===== src/s2d_pkg.sv =====
// Shared types and constants for the sparse-to-dense component map.
package s2d_pkg;

	localparam int REQ_W    = 2;
	localparam int KIND_W   = 5;
	localparam int IDX_W    = 16;
	localparam int STATUS_W = 2;
	localparam int SLOT_W   = 5;
	localparam int COUNT_W  = 5;
	localparam int PAIR_W   = 2 * IDX_W;

	// slot reported when a kind has no slot
	localparam logic [SLOT_W-1:0] SLOT_NONE = 5'd31;

	typedef enum logic [REQ_W-1:0] {
		REQ_ADD    = 2'd0,
		REQ_REMOVE = 2'd1,
		REQ_LOOKUP = 2'd2,
		REQ_NOP    = 2'd3
	} req_t;

	typedef enum logic [STATUS_W-1:0] {
		ST_OK      = 2'd0,
		ST_FULL    = 2'd1,
		ST_PRESENT = 2'd2,
		ST_ABSENT  = 2'd3
	} status_t;

	// which result the datapath captures
	typedef enum logic [2:0] {
		RES_HOLD,
		RES_NOP,
		RES_ABSENT,
		RES_FULL,
		RES_PRESENT,
		RES_ADDED,
		RES_PAIR
	} res_sel_t;

	typedef enum logic [2:0] {
		S_IDLE,
		S_RD_KEY,
		S_EVAL,
		S_LK_RD,
		S_RM_RD,
		S_SCAN,
		S_RM_FIN,
		S_FINISH
	} state_t;

	// controller to datapath
	typedef struct packed {
		logic     latch_req;
		logic     key_rd;
		logic     key_save;
		logic     add_wr;
		logic     slot_rd_key;
		logic     slot_rd_last;
		logic     scan_start;
		logic     scan_rd;
		logic     move_wr;
		logic     remove_commit;
		res_sel_t res_sel;
		logic     out_load;
	} cmd_t;

	// datapath to controller
	typedef struct packed {
		logic is_nop;
		logic is_add;
		logic is_lookup;
		logic kind_oob;
		logic full;
		logic present;
		logic held;
		logic key_is_last;
		logic scan_hit;
		logic scan_done;
		logic check_pend;
	} sts_t;

endpackage


===== src/s2d_dpath.sv =====
// Datapath: kind key memory, dense pair memory, fill count, owner scan and result registers.
module s2d_dpath #(
	parameter int NUM_KINDS = 32,
	parameter int MAX_SLOTS = 16,
	parameter int KEY_WIDTH = 5
) (
	input  logic                          clk,
	input  logic                          arst_n,
	input  logic [s2d_pkg::REQ_W-1:0]     req_type,
	input  logic [s2d_pkg::KIND_W-1:0]    component_kind,
	input  logic [s2d_pkg::IDX_W-1:0]     chunk_index,
	input  logic [s2d_pkg::IDX_W-1:0]     element_index,
	input  s2d_pkg::cmd_t                 cmd,
	output s2d_pkg::sts_t                 sts,
	output logic [s2d_pkg::STATUS_W-1:0]  status,
	output logic [s2d_pkg::SLOT_W-1:0]    slot,
	output logic [s2d_pkg::IDX_W-1:0]     found_chunk,
	output logic [s2d_pkg::IDX_W-1:0]     found_element,
	output logic [s2d_pkg::COUNT_W-1:0]   entry_count
);

	localparam int KIDX_W = (NUM_KINDS > 1) ? $clog2(NUM_KINDS) : 1;
	localparam int KEXT_W = ((KIDX_W > s2d_pkg::KIND_W) ? KIDX_W : s2d_pkg::KIND_W) + 1;
	localparam int SCNT_W = $clog2(NUM_KINDS + 1);
	localparam int SIDX_W = $clog2(MAX_SLOTS);
	localparam int CNT_W  = $clog2(MAX_SLOTS + 1);
	localparam int CMP_W  = ((KEY_WIDTH > CNT_W) ? KEY_WIDTH : CNT_W) + 1;
	localparam logic [KEY_WIDTH-1:0] KeyEmpty = {KEY_WIDTH{1'b1}};

	// latched request
	s2d_pkg::req_t                 req_q;
	logic [s2d_pkg::KIND_W-1:0]    kind_q;
	logic [s2d_pkg::IDX_W-1:0]     chunk_q;
	logic [s2d_pkg::IDX_W-1:0]     elem_q;

	// kind key memory plus per-kind valid bits (invalid reads as empty)
	logic [KEY_WIDTH-1:0]          key_mem [NUM_KINDS];
	logic [NUM_KINDS-1:0]          key_vld_q;
	logic [KEY_WIDTH-1:0]          key_rd_q;
	logic                          key_rd_vld_q;
	logic [KEY_WIDTH-1:0]          key_q;

	// dense pair memory; entries at or above the fill count are never read
	logic [s2d_pkg::PAIR_W-1:0]    slot_mem [MAX_SLOTS];
	logic [s2d_pkg::PAIR_W-1:0]    slot_rd_q;
	logic [CNT_W-1:0]              used_q;

	// owner scan
	logic [SCNT_W-1:0]             scan_q;
	logic [KIDX_W-1:0]             scan_addr_s1;
	logic                          check_s1;

	// result and output registers
	s2d_pkg::status_t              res_status_q;
	logic [s2d_pkg::SLOT_W-1:0]    res_slot_q;
	logic [s2d_pkg::IDX_W-1:0]     res_chunk_q;
	logic [s2d_pkg::IDX_W-1:0]     res_elem_q;
	logic [s2d_pkg::STATUS_W-1:0]  out_status_q;
	logic [s2d_pkg::SLOT_W-1:0]    out_slot_q;
	logic [s2d_pkg::IDX_W-1:0]     out_chunk_q;
	logic [s2d_pkg::IDX_W-1:0]     out_elem_q;
	logic [s2d_pkg::COUNT_W-1:0]   out_count_q;

	logic [KEXT_W-1:0]             kind_ext;
	logic [KIDX_W-1:0]             kind_idx;
	logic                          kind_oob;
	logic [KEY_WIDTH-1:0]          key_val;
	logic [CMP_W-1:0]              key_val_c;
	logic [CMP_W-1:0]              key_c;
	logic [CMP_W-1:0]              used_c;
	logic [CMP_W-1:0]              max_c;
	logic [CMP_W-1:0]              last_c;
	logic                          full;
	logic                          present;
	logic                          scan_done;
	logic                          scan_issue;
	logic                          key_rd_en;
	logic [KIDX_W-1:0]             key_rd_idx;
	logic                          key_wr_en;
	logic [KIDX_W-1:0]             key_wr_idx;
	logic [KEY_WIDTH-1:0]          key_wr_data;
	logic                          slot_rd_en;
	logic [SIDX_W-1:0]             slot_rd_idx;
	logic                          slot_wr_en;
	logic [SIDX_W-1:0]             slot_wr_idx;
	logic [s2d_pkg::PAIR_W-1:0]    slot_wr_data;

	// decode and compares
	always_comb begin
		kind_ext  = KEXT_W'(kind_q);
		kind_oob  = kind_ext >= KEXT_W'(NUM_KINDS);
		kind_idx  = kind_ext[KIDX_W-1:0];
		key_val   = key_rd_vld_q ? key_rd_q : KeyEmpty;
		key_val_c = CMP_W'(key_val);
		key_c     = CMP_W'(key_q);
		used_c    = CMP_W'(used_q);
		max_c     = CMP_W'(MAX_SLOTS);
		last_c    = used_c - CMP_W'(1);
		full      = used_q >= CNT_W'(MAX_SLOTS);
		present   = key_val != KeyEmpty;
		scan_done = scan_q == SCNT_W'(NUM_KINDS);
		scan_issue = cmd.scan_rd && !scan_done;

		sts.is_nop      = req_q == s2d_pkg::REQ_NOP;
		sts.is_add      = req_q == s2d_pkg::REQ_ADD;
		sts.is_lookup   = req_q == s2d_pkg::REQ_LOOKUP;
		sts.kind_oob    = kind_oob;
		sts.full        = full;
		sts.present     = present;
		sts.held        = present && (key_val_c < max_c) && (key_val_c < used_c);
		sts.key_is_last = key_c == last_c;
		sts.scan_hit    = check_s1 && (key_val_c == last_c);
		sts.scan_done   = scan_done;
		sts.check_pend  = check_s1;
	end

	// memory port steering
	always_comb begin
		key_rd_en   = cmd.key_rd || scan_issue;
		key_rd_idx  = cmd.scan_rd ? scan_q[KIDX_W-1:0] : kind_idx;
		key_wr_en   = cmd.add_wr || cmd.move_wr;
		key_wr_idx  = cmd.move_wr ? scan_addr_s1 : kind_idx;
		key_wr_data = cmd.move_wr ? key_q : KEY_WIDTH'(used_q);

		slot_rd_en   = cmd.slot_rd_key || cmd.slot_rd_last;
		slot_rd_idx  = cmd.slot_rd_last ? last_c[SIDX_W-1:0] : key_val_c[SIDX_W-1:0];
		slot_wr_en   = cmd.add_wr || cmd.move_wr;
		slot_wr_idx  = cmd.move_wr ? key_c[SIDX_W-1:0] : used_q[SIDX_W-1:0];
		slot_wr_data = cmd.move_wr ? slot_rd_q : {chunk_q, elem_q};
	end

	// key memory
	always_ff @(posedge clk) begin
		if (key_wr_en) begin
			key_mem[key_wr_idx] <= key_wr_data;
		end
		if (key_rd_en) begin
			key_rd_q     <= key_mem[key_rd_idx];
			key_rd_vld_q <= key_vld_q[key_rd_idx];
		end
	end

	// pair memory
	always_ff @(posedge clk) begin
		if (slot_wr_en) begin
			slot_mem[slot_wr_idx] <= slot_wr_data;
		end
		if (slot_rd_en) begin
			slot_rd_q <= slot_mem[slot_rd_idx];
		end
	end

	// key valid bits, fill count, scan control
	always_ff @(posedge clk or negedge arst_n) begin
		if (!arst_n) begin
			key_vld_q <= '0;
			used_q    <= '0;
			scan_q    <= '0;
			check_s1  <= 1'b0;
		end else begin
			if (cmd.add_wr) begin
				key_vld_q[kind_idx] <= 1'b1;
				used_q              <= used_q + CNT_W'(1);
			end else if (cmd.remove_commit) begin
				key_vld_q[kind_idx] <= 1'b0;
				used_q              <= used_q - CNT_W'(1);
			end
			if (cmd.scan_start) begin
				scan_q   <= '0;
				check_s1 <= 1'b0;
			end else if (cmd.scan_rd) begin
				check_s1 <= scan_issue;
				if (scan_issue) begin
					scan_q <= scan_q + SCNT_W'(1);
				end
			end
		end
	end

	// request latch and scan address pipeline
	always_ff @(posedge clk) begin
		if (cmd.latch_req) begin
			req_q   <= s2d_pkg::req_t'(req_type);
			kind_q  <= component_kind;
			chunk_q <= chunk_index;
			elem_q  <= element_index;
		end
		if (cmd.key_save) begin
			key_q <= key_val;
		end
		if (scan_issue) begin
			scan_addr_s1 <= scan_q[KIDX_W-1:0];
		end
	end

	// result capture
	always_ff @(posedge clk) begin
		unique case (cmd.res_sel)
			s2d_pkg::RES_HOLD: begin
			end
			s2d_pkg::RES_NOP: begin
				res_status_q <= s2d_pkg::ST_OK;
				res_slot_q   <= s2d_pkg::SLOT_NONE;
				res_chunk_q  <= '0;
				res_elem_q   <= '0;
			end
			s2d_pkg::RES_ABSENT: begin
				res_status_q <= s2d_pkg::ST_ABSENT;
				res_slot_q   <= s2d_pkg::SLOT_NONE;
				res_chunk_q  <= '0;
				res_elem_q   <= '0;
			end
			s2d_pkg::RES_FULL: begin
				res_status_q <= s2d_pkg::ST_FULL;
				res_slot_q   <= s2d_pkg::SLOT_NONE;
				res_chunk_q  <= '0;
				res_elem_q   <= '0;
			end
			s2d_pkg::RES_PRESENT: begin
				res_status_q <= s2d_pkg::ST_PRESENT;
				res_slot_q   <= s2d_pkg::SLOT_W'(key_val_c);
				res_chunk_q  <= '0;
				res_elem_q   <= '0;
			end
			s2d_pkg::RES_ADDED: begin
				res_status_q <= s2d_pkg::ST_OK;
				res_slot_q   <= s2d_pkg::SLOT_W'(used_q);
				res_chunk_q  <= chunk_q;
				res_elem_q   <= elem_q;
			end
			s2d_pkg::RES_PAIR: begin
				res_status_q <= s2d_pkg::ST_OK;
				res_slot_q   <= s2d_pkg::SLOT_W'(key_c);
				res_chunk_q  <= slot_rd_q[s2d_pkg::PAIR_W-1:s2d_pkg::IDX_W];
				res_elem_q   <= slot_rd_q[s2d_pkg::IDX_W-1:0];
			end
			default: begin
			end
		endcase
	end

	// output register, count taken after the request's commit
	always_ff @(posedge clk) begin
		if (cmd.out_load) begin
			out_status_q <= res_status_q;
			out_slot_q   <= res_slot_q;
			out_chunk_q  <= res_chunk_q;
			out_elem_q   <= res_elem_q;
			out_count_q  <= s2d_pkg::COUNT_W'(used_q);
		end
	end

	assign status        = out_status_q;
	assign slot          = out_slot_q;
	assign found_chunk   = out_chunk_q;
	assign found_element = out_elem_q;
	assign entry_count   = out_count_q;

	a_used_bound: assert property (@(posedge clk) disable iff (!arst_n)
		used_q <= CNT_W'(MAX_SLOTS))
		else $error("fill count beyond table size");

	a_add_legal: assert property (@(posedge clk) disable iff (!arst_n)
		cmd.add_wr |-> (!full && !present && !kind_oob))
		else $error("add committed on full table or present kind");

	a_add_count: assert property (@(posedge clk) disable iff (!arst_n)
		cmd.add_wr |=> (used_q == CNT_W'($past(used_q) + CNT_W'(1))))
		else $error("fill count did not advance on add");

	a_move_legal: assert property (@(posedge clk) disable iff (!arst_n)
		cmd.move_wr |-> (sts.scan_hit && !sts.key_is_last))
		else $error("swap move without owner hit");

	a_remove_nonempty: assert property (@(posedge clk) disable iff (!arst_n)
		cmd.remove_commit |-> (used_q != '0))
		else $error("remove committed on empty table");

endmodule


===== src/s2d_ctrl.sv =====
// Controller: request sequencing state machine and output valid.
module s2d_ctrl (
	input  logic          clk,
	input  logic          arst_n,
	input  logic          in_valid,
	output logic          in_stall,
	output logic          out_valid,
	input  logic          out_stall,
	input  s2d_pkg::sts_t sts,
	output s2d_pkg::cmd_t cmd
);

	s2d_pkg::state_t state_q;
	s2d_pkg::state_t state_nxt;
	logic            out_valid_q;

	// state and output valid registers
	always_ff @(posedge clk or negedge arst_n) begin
		if (!arst_n) begin
			state_q     <= s2d_pkg::S_IDLE;
			out_valid_q <= 1'b0;
		end else begin
			state_q <= state_nxt;
			if (cmd.out_load) begin
				out_valid_q <= 1'b1;
			end else if (!out_stall) begin
				out_valid_q <= 1'b0;
			end
		end
	end

	// next state and commands
	always_comb begin
		state_nxt = state_q;
		cmd       = '0;
		cmd.res_sel = s2d_pkg::RES_HOLD;
		unique case (state_q)
			s2d_pkg::S_IDLE: begin
				if (in_valid) begin
					cmd.latch_req = 1'b1;
					state_nxt     = s2d_pkg::S_RD_KEY;
				end
			end
			s2d_pkg::S_RD_KEY: begin
				cmd.key_rd = 1'b1;
				state_nxt  = s2d_pkg::S_EVAL;
			end
			s2d_pkg::S_EVAL: begin
				cmd.key_save = 1'b1;
				state_nxt    = s2d_pkg::S_FINISH;
				if (sts.is_nop) begin
					cmd.res_sel = s2d_pkg::RES_NOP;
				end else if (sts.kind_oob) begin
					cmd.res_sel = s2d_pkg::RES_ABSENT;
				end else if (sts.is_add) begin
					// full check goes before presence check
					if (sts.full) begin
						cmd.res_sel = s2d_pkg::RES_FULL;
					end else if (sts.present) begin
						cmd.res_sel = s2d_pkg::RES_PRESENT;
					end else begin
						cmd.add_wr  = 1'b1;
						cmd.res_sel = s2d_pkg::RES_ADDED;
					end
				end else if (!sts.held) begin
					cmd.res_sel = s2d_pkg::RES_ABSENT;
				end else begin
					cmd.slot_rd_key = 1'b1;
					state_nxt = sts.is_lookup ? s2d_pkg::S_LK_RD : s2d_pkg::S_RM_RD;
				end
			end
			s2d_pkg::S_LK_RD: begin
				cmd.res_sel = s2d_pkg::RES_PAIR;
				state_nxt   = s2d_pkg::S_FINISH;
			end
			s2d_pkg::S_RM_RD: begin
				// capture removed pair; fetch last slot if a swap is needed
				cmd.res_sel = s2d_pkg::RES_PAIR;
				if (sts.key_is_last) begin
					state_nxt = s2d_pkg::S_RM_FIN;
				end else begin
					cmd.slot_rd_last = 1'b1;
					cmd.scan_start   = 1'b1;
					state_nxt        = s2d_pkg::S_SCAN;
				end
			end
			s2d_pkg::S_SCAN: begin
				cmd.scan_rd = 1'b1;
				if (sts.scan_hit) begin
					cmd.move_wr = 1'b1;
					state_nxt   = s2d_pkg::S_RM_FIN;
				end else if (sts.scan_done && !sts.check_pend) begin
					// no owner found: skip the move
					state_nxt = s2d_pkg::S_RM_FIN;
				end
			end
			s2d_pkg::S_RM_FIN: begin
				cmd.remove_commit = 1'b1;
				state_nxt         = s2d_pkg::S_FINISH;
			end
			s2d_pkg::S_FINISH: begin
				if (!out_valid_q || !out_stall) begin
					cmd.out_load = 1'b1;
					state_nxt    = s2d_pkg::S_IDLE;
				end
			end
			default: begin
				state_nxt = s2d_pkg::S_IDLE;
			end
		endcase
	end

	assign in_stall  = state_q != s2d_pkg::S_IDLE;
	assign out_valid = out_valid_q;

	a_one_commit: assert property (@(posedge clk) disable iff (!arst_n)
		$countones({cmd.add_wr, cmd.move_wr, cmd.remove_commit}) <= 1)
		else $error("more than one table update in a cycle");

	a_load_after_work: assert property (@(posedge clk) disable iff (!arst_n)
		cmd.out_load |=> (out_valid && state_q == s2d_pkg::S_IDLE))
		else $error("result load did not raise output valid");

	a_scan_entry: assert property (@(posedge clk) disable iff (!arst_n)
		(state_q == s2d_pkg::S_SCAN && $past(state_q) != s2d_pkg::S_SCAN)
		|-> ($past(state_q) == s2d_pkg::S_RM_RD))
		else $error("owner scan entered outside remove");

endmodule


===== src/sparse_to_dense_component_map.sv =====
// Top level of the sparse-to-dense component map.
// Each item is one request (add, remove or look up a component kind) and gives exactly
// one result item. Items are handled one at a time. An add, and any item answered with
// an error status or ignored, is settled once its kind key is read. A lookup of a held
// kind also reads its dense pair, and a remove reads the pair and then commits. A remove
// of any slot but the last also runs the owner search, which reads the kind key memory
// one key per cycle to find the kind holding the last dense slot.
// A finished result sits in an output register, so the next item is accepted while it
// waits. That next item then holds in its final state until the older result is taken,
// so output stalls add to its time. Kind keys come out of reset empty through per-kind
// valid bits; there is no clearing pass, and the block is ready right after reset.
module sparse_to_dense_component_map #(
	parameter int NUM_KINDS = 32,
	parameter int MAX_SLOTS = 16,
	parameter int KEY_WIDTH = 5
) (
	input  logic                          clk,
	input  logic                          arst_n,
	input  logic                          in_valid,
	output logic                          in_stall,
	input  logic [s2d_pkg::REQ_W-1:0]     req_type,
	input  logic [s2d_pkg::KIND_W-1:0]    component_kind,
	input  logic [s2d_pkg::IDX_W-1:0]     chunk_index,
	input  logic [s2d_pkg::IDX_W-1:0]     element_index,
	output logic                          out_valid,
	input  logic                          out_stall,
	output logic [s2d_pkg::STATUS_W-1:0]  status,
	output logic [s2d_pkg::SLOT_W-1:0]    slot,
	output logic [s2d_pkg::IDX_W-1:0]     found_chunk,
	output logic [s2d_pkg::IDX_W-1:0]     found_element,
	output logic [s2d_pkg::COUNT_W-1:0]   entry_count
);

	s2d_pkg::cmd_t cmd;
	s2d_pkg::sts_t sts;

	s2d_ctrl u_ctrl (
		.clk       (clk),
		.arst_n    (arst_n),
		.in_valid  (in_valid),
		.in_stall  (in_stall),
		.out_valid (out_valid),
		.out_stall (out_stall),
		.sts       (sts),
		.cmd       (cmd)
	);

	s2d_dpath #(
		.NUM_KINDS (NUM_KINDS),
		.MAX_SLOTS (MAX_SLOTS),
		.KEY_WIDTH (KEY_WIDTH)
	) u_dpath (
		.clk            (clk),
		.arst_n         (arst_n),
		.req_type       (req_type),
		.component_kind (component_kind),
		.chunk_index    (chunk_index),
		.element_index  (element_index),
		.cmd            (cmd),
		.sts            (sts),
		.status         (status),
		.slot           (slot),
		.found_chunk    (found_chunk),
		.found_element  (found_element),
		.entry_count    (entry_count)
	);

endmodule

===== config.mk =====
export PLATFORM = sky130hd
export DESIGN_NAME = sparse_to_dense_component_map
export DESIGN_NICKNAME = d
export VERILOG_FILES = /design/src/s2d_pkg.sv /design/src/s2d_dpath.sv /design/src/s2d_ctrl.sv /design/src/sparse_to_dense_component_map.sv
export SDC_FILE = /design/constraint.sdc
export NUM_CORES = 1
export LEC_CHECK = 0
export ABC_AREA = 0
export BUFFER_PORTS_ARGS = -buffer_cell sky130_fd_sc_hd__clkbuf_2
export CORE_ASPECT_RATIO = 1.2
export CORE_MARGIN = 5
export CORE_UTILIZATION = 30
export CTS_CLUSTER_SIZE = 20
export DETAILED_ROUTE_END_ITERATION = 8
export SYNTH_ARGS = -nofsm -noshare
export SYNTH_HDL_FRONTEND = slang
export SYNTH_SLANG_ARGS = --single-unit

===== constraint.sdc =====
create_clock -name clk -period 7.51 [get_ports clk]
set_input_delay 1.1265 -clock clk [delete_from_list [all_inputs] [get_ports clk]]
set_output_delay 1.1265 -clock clk [all_outputs]
set_load 0.02 [all_outputs]

* Word level (Yosys, flattened, before mapping)
Memory sizes are Yosys's and may differ from the RTL's. A register that Yosys moved wholly into a read port is not among the register bits.
Cells that the tools add are included.
** Word-level totals
- Output and inout port bits :: 46
- Input port bits :: 43
- Bits in writable memories :: 672
- Memories kept :: 2
- Bits in registers :: 181
** Memory list
- u_dpath.slot_mem :: words 16, bits a word 32, rd ports 1, clocked after memory_dff 1, wr ports 1, RTL line s2d_dpath.sv:44 : logic [s2d_pkg::PAIR_W-1:0] slot_mem [MAX_SLOTS];
- u_dpath.key_mem :: words 32, bits a word 5, rd ports 1, clocked after memory_dff 1, wr ports 1, RTL line s2d_dpath.sv:37 : logic [KEY_WIDTH-1:0] key_mem [NUM_KINDS];
** Operators by class
- Reduce and logical (&&, ||, !) cells :: 30
- Multiplexer cells :: 61
- Bitwise gates (word level) :: 3
- Equal/unequal tests :: 23
- Add/subtract/negate cells :: 4
- $lt $le $gt $ge :: 6
** Operators with widths (count)
- $mux W32 :: 3
- $pmux W16 S3 :: 2
- $mux W3 :: 12
- $and A32 B32 Y32 :: 1
- $not A32 Y32 :: 1
- $or A32 B32 Y32 :: 1
- $mux W5 :: 6
- $eq A3 B3 Y1 const B :: 7
- $mux W1 :: 21
- $pmux W3 S7 :: 1
- $pmux W5 S4 :: 1
- $mux W6 :: 3
- $eq A3 B2 Y1 const B :: 4
- $eq A5 B6 Y1 :: 2
- $lt A5 B6 Y1 const B :: 2
- $mux W2 :: 6
- $mux W4 :: 2
- $pmux W2 S4 :: 1
- $reduce_bool A4 Y1 :: 2
- $add A6 B1 Y6 const B :: 1
- $eq A3 B1 Y1 const B :: 2
- $eq A6 B6 Y1 const B :: 1
- $logic_and A1 B1 Y1 :: 6
- $pmux W3 S2 :: 1
- other kinds (25) :: 38

* Depth between registers and ports, before layout
- Word-level depth :: 11
- Mapped depth :: 15

* By module
A second synthesis with hierarchy kept.
** Unflattened totals
- Cell total of the unflattened synthesis :: 2051
- Area, all modules :: 35530.3 µm²
** By module, submodules not included
- s2d_dpath :: times used 1, seq. area each 26385.3 µm², cells each 1989, area an instance 35129.9 µm²
- s2d_ctrl :: times used 1, seq. area each 100.1 µm², cells each 62, area an instance 400.4 µm²

* Worst setup path before layout
Ideal clock, no wire load.
- Path type :: register to register
- Start :: reg u_dpath.used_q[0]
- End :: mem u_dpath.slot_mem[13][0] (netlist name) (enable)
- Arrival time :: 4.925 ns
- Path buffers :: 2
- Slack :: 2.164 ns
- Stages on the path, launching flop included :: 12
- Data required time :: 7.089 ns
- Cell sequence :: dfrtp_1 -> buf_2 -> inv_1 -> ha_1 -> nor3b_2 -> xnor3_1 -> nand2_1 -> nor4_1 -> buf_2 -> o21ai_0 -> nand2_1 -> nor2_1
** Between the ends
- Word-level cells in the longest chain between the ends :: 8
- Elaborated cells on any way between the ends :: 14
- Those cells by class :: add/sub (1); order compare (1); eq/ne (1); mux (9); reduce/logical (2)
** RTL lines
- start: declaration :: RTL line s2d_dpath.sv:46 : logic [CNT_W-1:0] used_q;
- start signal: assignment :: RTL line s2d_dpath.sv:163 : used_q <= used_q + CNT_W'(1);
- start signal: assignment :: RTL line s2d_dpath.sv:166 : used_q <= used_q - CNT_W'(1);
- $sub A5 B1 Y6 * :: RTL line s2d_dpath.sv:98 : last_c = used_c - CMP_W'(1);
- net u_dpath.last_c[0] :: RTL line s2d_dpath.sv:72 : logic [CMP_W-1:0] last_c;
- $eq A5 B6 Y1 * :: RTL line s2d_dpath.sv:112 : sts.scan_hit = check_s1 && (key_val_c == last_c);
- $logic_and A1 B1 Y1 * :: RTL line s2d_dpath.sv:112
- $mux W1 * :: RTL line s2d_ctrl.sv:89 : if (sts.scan_hit) begin
- $mux W2 * :: RTL line s2d_ctrl.sv:37 : unique case (state_q)
- $logic_or A1 B1 Y1 :: RTL line s2d_dpath.sv:127 : slot_wr_en = cmd.add_wr || cmd.move_wr;
- $mux W1 :: RTL line s2d_dpath.sv:145 : if (slot_wr_en) begin
- $mux W1 (implied by the code) :: RTL line s2d_dpath.sv:146 : slot_mem[slot_wr_idx] <= slot_wr_data;
- end: declaration :: RTL line s2d_dpath.sv:44
Mark *: on every way through the listed nets, which the timed path passes. The rest lies on a longest branch.

* Worst setup path after layout
- Start :: reg u_dpath.used_q[0]
- End :: mem u_dpath.slot_mem[15][11] (netlist name) (enable)
The elaborated chain is that of the path after synthesis.

==> results.py <==
metrics = {
    "synth": {
        "synth_top_area_share_pct": 71.83,
        "synth_ff_type": "edfxtp_1",
        "netlist_instances": 2211,
        "ys_seq_area_share_pct": 75.24,
        "synthArstFlopShare_pct": 5.393,
        "synth_area_um2": 35200,
        "synth.area.top_cells": "edfxtp_1 72%, nand2_1 3.7%, dfrtp_1 3.4%",
        "synth-edff-count": 842,
        "synth_seq_cells": 890,
        "ys_warn_count": 0,
        "synth_top_cell_by_area": "edfxtp_1",
        "avgSynthCellArea_um2": 15.92,
        "synth_nets": 2267,
        "synth.distinct_cells": 76,
        "yosys-top-cells-count": "842 x edfxtp_1, 350 x nand2_1, 136 x a21oi_1, 79 x nor2_1, 73 x a22o_1",
        "yosysMostFrequentCell": "edfxtp_1",
    },
    "min_path": {
        "hp-class": "reg2reg",
    },
    "floorplan": {
        "die_h_um": 385.2,
        "dieArea_um2": 124300,
        "rows": 137,
        "coreArea_um2": 116400,
        "io_pins": 89,
        "die_w_um": 322.7,
        "start_util_pct": 30.24,
    },
    "clock_network": {
        "cts_buffer_depth": 3,
        "cts_sinks": 890,
        "clock_latency_ns": 0.65,
        "cts_setup_buffers": 0,
        "cts_tree": "yes",
        "hold_buffers": 0,
        "numCtsBuffers": 91,
        "cts_resized": 0,
        "clk_pin_slew_worst_paths_ns": 0.06,
        "root_buffer": "clkbuf_16",
        "htree_levels": 3,
    },
    "sta": {
        "fin_setup_tns_ns": 0,
        "drv_slew": 0,
        "fmaxAchievable_mhz": 172.0,
        "worst_pin_slew_ns": 1.329,
        "setup_violations": 0,
        "fin_crit_ns": 5.815,
        "hold_viol_final": 0,
        "final.setup_skew_ns": 0.02240,
        "grt_setup_unrepaired": "false",
        "finalCritPeriodShare_pct": 77.44,
        "maxSlewHeadroom_pct": 11.18,
    },
    "worst_setup_path": {
        "required_ns": 7.78,
        "crit_fanout": 48,
        "cp-end-kind": "register",
        "startpoint_type": "register",
        "path_class": "reg2reg",
        "cp.arrival_ns": 6.08,
    },
    "grt": {
        "grt.total_usage_pct": 13.78,
        "grt_pass1_wl_mm": 129.6,
        "antenna_found_initial": 2,
        "grt_max_degree": 97,
        "overflow": 0,
        "grt_pass1_vias": 19611,
    },
    "power": {
        "power_leakage_nw": 13.33,
        "irDropWorstVdd_mv": 0.3635,
        "p_per_area_nw_per_um2": 389.6,
    },
    "place": {
        "post_dp_cell_area_um2": 37630,
        "place_congestion": 0.8077,
        "port_buffers": 88,
        "hpwl_mm": 51.31,
    },
    "drt": {
        "wl_mm": 87.65,
        "initialDrtViolationCount": 1817,
        "via_count": 19632,
        "drc": 0,
        "dr.pass1.iters": 5,
        "wl_per_cell_um": 22.36,
        "postRouteAntennaNets": 0,
        "vias_per_cell": 5.008,
    },
    "run_status": {
        "status": "complete, no violations",
    },
    "job": {
        "maxCapViolations": 0,
    },
    "cells_and_area": {
        "area.growth.synth_to_final_pct": 15.06,
        "num_antenna_cells": 0,
        "fillers": 10957,
        "nets": 2378,
        "fin_area_um2": 40500,
        "drive_above_1_share_pct": 17.36,
    },
}
-- final timing paths --
kind / start / end / slack (ns) / depth (start not counted)
min reg2reg: u_dpath.res_elem_q[7] / u_dpath.found_element[7] / 0.42 / 0
max reg2reg: u_dpath.used_q[0] / u_dpath.slot_mem[15][11] / 1.69 / 12
max in group asynchronous: arst_n / u_ctrl.state_q[2] / 6.47 / 2
min in group asynchronous: arst_n / u_ctrl.out_valid / 0.58 / 2
max: u_dpath.used_q[0] / u_dpath.slot_mem[15][11] / 1.69 / 12
min: u_dpath.res_elem_q[7] / u_dpath.found_element[7] / 0.42 / 0
-- layer usage --
| metal | up-vias | GRT usage, % | wire (um) |
|---|---|---|---|
| met3 | 136 | 2.620 | 5818 |
| li1 | 8791 | - | - |
| met2 | 711 | 22.63 | 41720 |
| met1 | 9994 | 19.07 | 38290 |
| met4 | 0 | 3.282 | 1827 |
| met5 | - | 0 | 0 |
-- layout by cell type, fill, tap and decap left out, types with 7 or more instances in the layout --
cell and count:
a2111oi_0 21, a211oi_1 24, a21oi_1 135, a22o_1 73, a22oi_1 29, a31oi_1 7
a32oi_1 8, buf_4 47, clkbuf_1 21, clkbuf_16 93, clkbuf_2 88, clkinv_1 21
clkinv_2 12, dfrtp_1 48, edfxtp_1 842, ha_1 12, inv_1 22, mux2_2 53
mux2i_1 48, mux4_2 48, nand2_1 350, nand2b_1 9, nand3_1 48, nor2_1 61
nor2_4 18, nor2b_1 10, nor3_1 7, o211ai_1 9, o21ai_0 52, o2bb2ai_1 25
o31ai_1 18, xnor2_1 9, xor2_1 8
-- critical path, stage by stage, from the launching register on --
cell and delay [ns]:
dfrtp_1 0.63, inv_1 0.16, ha_1 0.30, xnor2_1 0.30
xnor2_1 0.16, nand4b_1 0.16, nor4_2 0.23, buf_4 0.66
nand2_1 0.10, a21boi_0 0.19, inv_1 0.87, nand2_1 0.53
nor2_4 1.11
-- cells by family after synthesis --
group	Yosys count	share of synthesized area, %
xor+xnor	21	0.6789
buf+inv	141	1.955
flops	890	75.24
fa+ha+maj	13	0.4834
mux	157	6.398
simple gates	547	6.583
compound gates	442	8.662
-- stage by stage --
step / hold slack, ns / worst slack (ns) / power (mW) / cells / utilization [%]
floorplan: 0.4003 / 2.164 / 9.764 / 2211 / -
global placement: 0.4040 / 1.917 / 11.46 / 3758 / 32.33
detailed placement: 0.4063 / 1.687 / 11.51 / 3758 / 32.33
CTS: 0.4210 / 1.667 / 15.91 / 3920 / 34.80
global route: 0.4235 / 1.329 / 16.54 / 3920 / 34.80
finish: 0.4189 / 1.695 / 15.78 / 3920 / 34.80
-- state kept, by name, indices dropped and copies added (netlist names), 16 cells and up, named ones only --
| signal | cells |
|---|---|
| u_dpath.slot_rd_q | 32 |
| u_dpath.slot_mem | 512 |
| u_dpath.found_element | 16 |
| u_dpath.elem_q | 16 |
| u_dpath.key_mem | 160 |
| u_dpath.res_elem_q | 16 |
| u_dpath.chunk_q | 16 |
| u_dpath.res_chunk_q | 16 |
| u_dpath.found_chunk | 16 |
-- power breakdown --
part | switching [mW] | internal [mW] | total (mW)
sequential | 0.268 | 6.23 | 6.49
clock | 1.91 | 2.49 | 4.39
combinational | 3.35 | 1.55 | 4.89
-- layout make-up --
class	count	area (um^2)	share of cell area (%)
Clock buffer	114	2406	5.941
Clock inverter	48	464.2	1.146
Inverter	23	86.33	0.2132
Multi-Input combinational cell	1180	8333	20.57
Sequential cell	890	26490	65.39
Tap cell	1529	1913	4.724
Timing Repair Buffer	136	813.3	2.008
Power figures use the tool's default switching activity.
